--- src/hdl/imc_pkg.sv ---
`timescale 1ns / 1ps
// ----------------------------------------------------------------------------
// imc_pkg
// Shared types and constants of the IMU mounting-correction block.
// ----------------------------------------------------------------------------
package imc_pkg;

  localparam int SampleWidth  = 16;
  localparam int CoefFracBits = 15;
  localparam int CoefWidth    = CoefFracBits + 2;
  localparam int AngleWidth   = 16;
  localparam int ScaleWidth   = 16;
  localparam int ScaleFrac    = 14;
  localparam int AddrWidth    = 5;
  localparam int RegIdxWidth  = 3;

  localparam logic [RegIdxWidth-1:0] RegYaw    = 3'd0;
  localparam logic [RegIdxWidth-1:0] RegPitch  = 3'd1;
  localparam logic [RegIdxWidth-1:0] RegRoll   = 3'd2;
  localparam logic [RegIdxWidth-1:0] RegScaleX = 3'd3;
  localparam logic [RegIdxWidth-1:0] RegScaleY = 3'd4;
  localparam logic [RegIdxWidth-1:0] RegScaleZ = 3'd5;

  typedef logic signed [CoefWidth-1:0] coef_t;
  typedef coef_t [8:0] coef_arr_t;

  typedef struct packed {
    logic signed [AngleWidth-1:0] yaw;
    logic signed [AngleWidth-1:0] pitch;
    logic signed [AngleWidth-1:0] roll;
    logic                         restart;
  } angle_cfg_t;

endpackage

--- src/hdl/imc_coef.sv ---
`timescale 1ns / 1ps
// ----------------------------------------------------------------------------
// imc_coef
// Sequential rotation-matrix unit: sine and cosine of the three mounting
// angles by a fixed-point polynomial, then the nine matrix coefficients,
// all through one shared multiplier.
// ----------------------------------------------------------------------------
module imc_coef (
  input  logic                  clk_i,
  input  logic                  rst_ni,
  input  imc_pkg::angle_cfg_t   cfg_i,
  output imc_pkg::coef_arr_t    coef_o,
  output logic                  ready_o
);
  import imc_pkg::*;

  localparam int XWidth   = 26;
  localparam int ZWidth   = 31;
  localparam logic        DivLast = 1'b1;
  localparam logic [4:0]  MatLast = 5'd24;
  localparam logic [31:0] SinA = 32'd1686629713;
  localparam logic [31:0] SinB = 32'd688904866;
  localparam logic [31:0] SinC = 32'd76016977;
  // 2^30 = 119304 * 9000 + 5824, and ceil(2^40 / 9000) for the remainder term
  localparam logic [ZWidth-1:0] ZPerStep = 31'd119304;
  localparam logic [XWidth-1:0] ZRemStep = 26'd5824;
  localparam logic [XWidth-1:0] HalfDiv  = 26'd4500;
  localparam logic [31:0]       RecipDiv = 32'd122167959;

  typedef enum logic [2:0] {StReduce, StDiv, StPoly, StMat, StIdle} state_e;

  state_e             state_q;
  logic [2:0]         idx_q;
  logic               cnt_q;
  logic [1:0]         pstep_q;
  logic [4:0]         mstep_q;
  logic               valid_q;
  logic [1:0]         quad_q;
  logic [13:0]        tf_q;
  logic [XWidth-1:0]  x_q;
  logic [ZWidth-1:0]  base_q;
  logic [ZWidth-1:0]  z_q;
  logic [ZWidth-1:0]  z2_q;
  logic [ZWidth-1:0]  p_q;
  logic signed [31:0] s_q [6];
  logic signed [31:0] t0_q, t1_q;
  coef_t              coef_q [9];

  // angle reduction
  logic signed [AngleWidth-1:0] ang;
  logic signed [17:0] a_s, r_s;
  logic [15:0] r_u;
  logic [1:0]  quad;
  logic [13:0] t_u, tf_u;

  always_comb begin
    case (idx_q[2:1])
      2'd0:    ang = cfg_i.yaw;
      2'd1:    ang = cfg_i.pitch;
      default: ang = cfg_i.roll;
    endcase
    a_s = $signed({{2{ang[AngleWidth-1]}}, ang}) + (idx_q[0] ? 18'sd9000 : 18'sd0);
    if (a_s < 18'sd0) begin
      r_s = a_s + 18'sd36000;
    end else if (a_s >= 18'sd36000) begin
      r_s = a_s - 18'sd36000;
    end else begin
      r_s = a_s;
    end
    r_u = r_s[15:0];
    if (r_u >= 16'd27000) begin
      quad = 2'd3;
      t_u  = 14'(r_u - 16'd27000);
    end else if (r_u >= 16'd18000) begin
      quad = 2'd2;
      t_u  = 14'(r_u - 16'd18000);
    end else if (r_u >= 16'd9000) begin
      quad = 2'd1;
      t_u  = 14'(r_u - 16'd9000);
    end else begin
      quad = 2'd0;
      t_u  = r_u[13:0];
    end
    tf_u = quad[0] ? 14'd9000 - t_u : t_u;
  end

  // matrix sequencer
  logic               is_mul, dst_t1;
  logic signed [31:0] op_a, op_b;
  logic signed [32:0] comb_v;
  logic [3:0]         cidx;
  logic signed [31:0] sy, cy, sp, cp, sr, cr;
  assign sy = s_q[0];
  assign cy = s_q[1];
  assign sp = s_q[2];
  assign cp = s_q[3];
  assign sr = s_q[4];
  assign cr = s_q[5];

  logic signed [32:0] t0e, t1e;
  assign t0e = {t0_q[31], t0_q};
  assign t1e = {t1_q[31], t1_q};

  always_comb begin
    is_mul = 1'b1;
    dst_t1 = 1'b0;
    op_a   = cy;
    op_b   = cr;
    comb_v = t0e;
    cidx   = 4'd0;
    case (mstep_q)
      5'd0:  begin op_a = cy; op_b = cr; end
      5'd1:  begin op_a = sy; op_b = sp; dst_t1 = 1'b1; end
      5'd2:  begin op_a = t1_q; op_b = sr; dst_t1 = 1'b1; end
      5'd3:  begin is_mul = 1'b0; comb_v = t0e + t1e; cidx = 4'd0; end
      5'd4:  begin op_a = cp; op_b = sy; end
      5'd5:  begin is_mul = 1'b0; comb_v = t0e; cidx = 4'd1; end
      5'd6:  begin op_a = cy; op_b = sr; end
      5'd7:  begin op_a = cr; op_b = sy; dst_t1 = 1'b1; end
      5'd8:  begin op_a = t1_q; op_b = sp; dst_t1 = 1'b1; end
      5'd9:  begin is_mul = 1'b0; comb_v = t0e - t1e; cidx = 4'd2; end
      5'd10: begin op_a = cy; op_b = sp; end
      5'd11: begin op_a = t0_q; op_b = sr; end
      5'd12: begin op_a = cr; op_b = sy; dst_t1 = 1'b1; end
      5'd13: begin is_mul = 1'b0; comb_v = t0e - t1e; cidx = 4'd3; end
      5'd14: begin op_a = cy; op_b = cp; end
      5'd15: begin is_mul = 1'b0; comb_v = t0e; cidx = 4'd4; end
      5'd16: begin op_a = sy; op_b = sr; end
      5'd17: begin op_a = cy; op_b = cr; dst_t1 = 1'b1; end
      5'd18: begin op_a = t1_q; op_b = sp; dst_t1 = 1'b1; end
      5'd19: begin is_mul = 1'b0; comb_v = -t0e - t1e; cidx = 4'd5; end
      5'd20: begin op_a = cp; op_b = sr; end
      5'd21: begin is_mul = 1'b0; comb_v = -t0e; cidx = 4'd6; end
      5'd22: begin is_mul = 1'b0; comb_v = {sp[31], sp}; cidx = 4'd7; end
      5'd23: begin op_a = cp; op_b = cr; end
      5'd24: begin is_mul = 1'b0; comb_v = t0e; cidx = 4'd8; end
      default: begin is_mul = 1'b0; comb_v = t0e; cidx = 4'd8; end
    endcase
  end

  // shared multiplier
  logic [31:0] mag_a, mag_b, poly_a, poly_b, mul_a, mul_b, rnd30;
  logic [63:0] prod;
  logic [ZWidth-1:0] z;
  logic signed [31:0] mul30, s_sig;
  assign z     = z_q;
  assign mag_a = op_a[31] ? 32'(-op_a) : 32'(op_a);
  assign mag_b = op_b[31] ? 32'(-op_b) : 32'(op_b);

  always_comb begin
    case (pstep_q)
      2'd0:    begin poly_a = {1'b0, z};   poly_b = {1'b0, z};    end
      2'd1:    begin poly_a = SinC;        poly_b = {1'b0, z2_q}; end
      2'd2:    begin poly_a = {1'b0, p_q}; poly_b = {1'b0, z2_q}; end
      default: begin poly_a = {1'b0, p_q}; poly_b = {1'b0, z};    end
    endcase
  end

  assign mul_a = (state_q == StMat) ? mag_a :
                 (state_q == StDiv) ? 32'(x_q) : poly_a;
  assign mul_b = (state_q == StMat) ? mag_b :
                 (state_q == StDiv) ? RecipDiv : poly_b;
  assign prod  = 64'(mul_a) * 64'(mul_b);
  assign rnd30 = 32'(prod[63:30]) + {31'd0, prod[29]};
  assign mul30 = (op_a[31] != op_b[31]) ? -$signed(rnd30) : $signed(rnd30);
  assign s_sig = quad_q[1] ? -$signed(prod[61:30]) : $signed(prod[61:30]);

  function automatic coef_t to_coef(input logic signed [32:0] v);
    logic        neg;
    logic [32:0] mag;
    logic [33:0] rnd, lim;
    coef_t       res;
    neg = v[32];
    mag = neg ? 33'(-v) : 33'(v);
    rnd = ({1'b0, mag} + 34'(1 << (29 - CoefFracBits))) >> (30 - CoefFracBits);
    lim = 34'(1) << (CoefFracBits + 1);
    if (neg) begin
      res = (rnd > lim) ? CoefWidth'(-lim) : CoefWidth'(-rnd);
    end else begin
      res = (rnd > lim - 34'd1) ? CoefWidth'(lim - 34'd1) : CoefWidth'(rnd);
    end
    return res;
  endfunction

  always_ff @(posedge clk_i or negedge rst_ni) begin
    if (!rst_ni) begin
      state_q <= StReduce;
      idx_q   <= 3'd0;
      cnt_q   <= 1'b0;
      pstep_q <= 2'd0;
      mstep_q <= 5'd0;
      valid_q <= 1'b0;
    end else if (cfg_i.restart) begin
      state_q <= StReduce;
      idx_q   <= 3'd0;
      valid_q <= 1'b0;
    end else begin
      case (state_q)
        StReduce: begin
          cnt_q   <= 1'b0;
          state_q <= StDiv;
        end
        StDiv: begin
          if (cnt_q == DivLast) begin
            pstep_q <= 2'd0;
            state_q <= StPoly;
          end else begin
            cnt_q <= 1'b1;
          end
        end
        StPoly: begin
          pstep_q <= pstep_q + 2'd1;
          if (pstep_q == 2'd3) begin
            if (idx_q == 3'd5) begin
              mstep_q <= 5'd0;
              state_q <= StMat;
            end else begin
              idx_q   <= idx_q + 3'd1;
              state_q <= StReduce;
            end
          end
        end
        StMat: begin
          if (mstep_q == MatLast) begin
            valid_q <= 1'b1;
            state_q <= StIdle;
          end else begin
            mstep_q <= mstep_q + 5'd1;
          end
        end
        StIdle: begin
          state_q <= StIdle;
        end
        default: state_q <= StIdle;
      endcase
    end
  end

  always_ff @(posedge clk_i) begin
    case (state_q)
      StReduce: begin
        quad_q <= quad;
        tf_q   <= tf_u;
      end
      StDiv: begin
        if (cnt_q == DivLast) begin
          z_q <= base_q + ZWidth'(prod[52:40]);
        end else begin
          x_q    <= XWidth'(tf_q) * ZRemStep + HalfDiv;
          base_q <= ZWidth'(tf_q) * ZPerStep;
        end
      end
      StPoly: begin
        case (pstep_q)
          2'd0:    z2_q <= prod[60:30];
          2'd1:    p_q  <= ZWidth'(SinB - prod[61:30]);
          2'd2:    p_q  <= ZWidth'(SinA - prod[61:30]);
          default: s_q[idx_q] <= s_sig;
        endcase
      end
      StMat: begin
        if (is_mul) begin
          if (dst_t1) begin
            t1_q <= mul30;
          end else begin
            t0_q <= mul30;
          end
        end else begin
          coef_q[cidx] <= to_coef(comb_v);
        end
      end
      default: ;
    endcase
  end

  always_comb begin
    for (int i = 0; i < 9; i++) begin
      coef_o[i] = coef_q[i];
    end
  end

  assign ready_o = valid_q;

endmodule

--- config.mk ---
export PLATFORM = sky130hd
export DESIGN_NAME = imc_coef
export DESIGN_NICKNAME = d
export VERILOG_FILES = /design/src/hdl/imc_pkg.sv /design/src/hdl/imc_coef.sv
export SDC_FILE = /design/constraint.sdc
export NUM_CORES = 2
export LEC_CHECK = 0
export BUFFER_PORTS_ARGS = -buffer_cell sky130_fd_sc_hd__buf_2
export CAP_MARGIN = 20
export CORE_MARGIN = 8
export CORE_UTILIZATION = 31
export DETAILED_ROUTE_END_ITERATION = 8
export PLACE_DENSITY = 0.54
export SLEW_MARGIN = 30
export SYNTH_ARGS = -nofsm -noshare
export SYNTH_HDL_FRONTEND = slang
export SYNTH_SLANG_ARGS = --single-unit
export TNS_END_PERCENT = 50
--- constraint.sdc ---
create_clock -name clk_i -period 13.8 [get_ports clk_i]
set_clock_uncertainty 0.05 [all_clocks]
set_input_delay 0.69 -clock clk_i [delete_from_list [all_inputs] [get_ports clk_i]]
set_output_delay 0.69 -clock clk_i [all_outputs]
set_load 0.005 [all_outputs]
==> run metrics <==
status finished clean; R2R depth 48; largest net degree at the start of global routing about 50; clock tree from TritonCTS built; Max-cap violations 0; most common library cells after synthesis 1,181 x inv_1, 962 x fa_1, 834 x nor2_1; Async S/R FF share, synth 0.02591; Hold Fails Final Rpt 0; placed cell count 12,160; Reg clk slew, reported paths 0.06 ns; Worst path depth 48; most common cell in the synthesized netlist inv_1; delay-heaviest family, CP adder cells; end point of the critical path t0_q[29]; vias roughly 66,000; Setup crit start kind register; Yosys warning count 0; Tmin final roughly 14 ns; register area share after synthesis 0.2293; Slew HR 0.2754; CTS buffer count 61; Core ar. approximately 0.24 mm2; Core Util, Final 0.3835; ANT nets after route 0; Reg2Reg Capture Point t0_q[29]; clk sinks roughly 580; drt first pass iters 6; Nets 10,590; critical path type register to register; worst-path fanout max 11; worst skew pair latency about 0.70 ns; row cnt approximately 180; total congestion overflow 0; total I/O pin count around 210; share of cells above drive strength 1 0.2111; first-pass GRT wire length approximately 430,000 um; post-synthesis register bit count just under 600; drt total wl 294,400 um; Compound-Gate Fraction of Synth Area 0.1372; Avg WL per Cell around 24 um; CTS Root Buffer Type clkbuf_16; number of remaining DRC errors 0; vias per inst ~5.4; Area Overhead vs Synth 23.32%; GRT Total Usage 0.2200; Max Root-Sink Buffers 3; GP Congestion about 0.98; crit path from mstep_q[0]; Die Ht ~510 um; slowest cell on the critical path fa_1; leading area contributor after synthesis fa_1; Post-synth EDFFs about 560; Syn Inst Count 8,090; # setup viols final 0; largest family of logic cells by synthesized area adder cells; cell area after synthesis approximately 0.075 mm2; CP arrival around 14 ns; reg2reg start mstep_q[0]; number of global-route vias before repair 66,680; Tcrit/Tclk final 0.9784; Top cell by count, worst path fa_1; fraction of the mapped netlist area in adder cells 0.3376; initial antenna violation count 5; initial DRC count between 6,000 and 7,000; syn nets about 9,600; Mapped Avg Cell Area between 9 and 10 um2; post-route insts no fill about 12,000; top post-synthesis cells by area fa_1 26%, edfxtp_1 22%, ha_1 8.3%; ys flop type edfxtp_1; Reg2Reg Setup Slack 0.30 ns; crit-path max cell delay slightly below 0.6 ns; mux share of post-synthesis cell area 0.01579; worst slew pin tran ~1.1 ns; Buf/Inv on CP 13; area of the die roughly 0.26 mm2; Simple-Gate Fraction of Synth Area 0.1510; Required @ worst endpoint 14.14 ns; Synth Area in XOR/XNOR 0.04854; Starting Density 0.3110; top-area cell type share of the netlist area 0.2551; HPWL after DPL 244,700 um; critical path capture point type register; PortBufs ~200; Max Clk Rate between 70 and 80 MHz; htree depth 2; Hold WC Path Type input pin to register; Netlist cell types 116; Die X ~510 um; final slew viol count 0
## logic make-up after synthesis
| kind of cell | Yosys count |
|---|---|
| adders and majority gates | 1460 |
| DFF | 579 |
| and+or+nand+nor | 2459 |
| AOI/OAI and AO/OA | 1456 |
| xor gates and xnor gates | 415 |
| buffers and inverters | 1604 |
| muxes | 117 |
## worst reg2reg max path, delay by kind of cell, from the launching register on
kind | cells | cell delay (ns)
buffers and inverters | 13 | 1.83
adder cells (fa/ha/maj) | 10 | 4.60
AND/OR/NAND/NOR | 9 | 2.36
XOR/XNOR | 2 | 0.25
flip-flops | 1 | 0.42
AO/OA/AOI/OAI | 14 | 3.72
## cells in the final DEF (no fill, tap or decap), types with 25 or more instances in the layout
cell type  netlist  final
buf_2           21    204
xor2_1         132    121
nand2b_1        78     78
edfxtp_1       564    564
nor4_1          38     25
and2_1          70     65
mux2i_1        100     84
nand3_1        155    148
nor3_1          99     91
o21ai_1         13     29
nor2b_1         37     31
and3_1          76     73
a31oi_1         59     56
xnor2_1        280    268
inv_1         1181   1171
a21o_1          87     86
o211ai_1        70     70
clkbuf_16        0     62
o21ai_0        227    195
o21bai_1        41     40
a211o_1         26     25
buf_6            1     34
a211oi_1        72     58
fa_1           962    951
ha_1           498    475
a21oi_1        277    252
nand4_1         80     80
a22oi_1         73     66
or2_2           46     41
nand2_1        769    760
buf_12           0     86
o21a_1          51     47
buf_4            5   1015
or3_1           42     37
nor2_2           0     33
o31ai_1         37     32
nor2_1         834    785
## cell type report
cell class / instances / area, um2
Fill cell: 24120 / 149700
Clock inverter: 44 / 367.9
Antenna cell: 2 / 5.005
Sequential cell: 579 / 17320
Timing Repair Buffer: 1347 / 10900
Clock buffer: 70 / 1560
Tap cell: 3202 / 4006
Inverter: 1186 / 4454
Multi-Input combinational cell: 5907 / 54490
## worst min-delay path by stage
stage / from / to / slack [ns] / depth (start not counted)
finish: cfg_i[0] / state_q[2] / 0.30 / 2
global route: cfg_i[0] / state_q[2] / 0.28 / 2
CTS: cfg_i[0] / state_q[2] / 0.25 / 2
detailed placement: base_q[30] / z[30] / 0.51 / 1
global placement: base_q[30] / z[30] / 0.50 / 1
floorplan: rst_ni / cnt_q / 0.34 / 0
## what timing repair did
item,4_1_cts,5_1_grt
setup endpoints to repair,190,216
buffers inserted,10,51
hold endpoints to repair,15,0
pin swaps,15,184
resized for setup,64,382
hold buffers,1,0
gates cloned,0,1
## routing by layer
layer / up-vias / global-route usage / wire [um]
li1: 29380 / - / -
met1: 33260 / 0.2986 / 123900
met2: 3049 / 0.3478 / 130600
met3: 550 / 0.03441 / 24360
met4: 2 / 0.09671 / 15510
met5: - / 0 / 11
## state kept, by name, indices dropped and copies added (netlist names)
register / cells
p_q: 31
mstep_q: 5
base_q: 28
z2_q: 31
ready_o: 1
tf_q: 14
z: 31
coef_q: 153
quad_q: 1
pstep_q: 2
s_q: 192
t1_q: 32
cnt_q: 1
x_q: 19
state_q: 3
t0_q: 32
idx_q: 3
## through the flow
stage / hold slack (ns) / cell area, um2 / TNS [ns] / setup WS (ns)
after floorplan: 0.3444 / 75510 / 0 / 0.03092
final: 0.3029 / 93100 / 0 / 0.2976
after CTS: 0.2482 / 90880 / 0 / 0.006957
after global placement: 0.5047 / 88460 / -33.05 / -0.5853
after detailed placement: 0.5137 / 88560 / -51.20 / -0.7183
after global routing: 0.2835 / 93100 / -1.124 / -0.08852
Power is not shown: default switching activity piles up to over one toggle a cycle in this logic, so the estimate is an artifact.
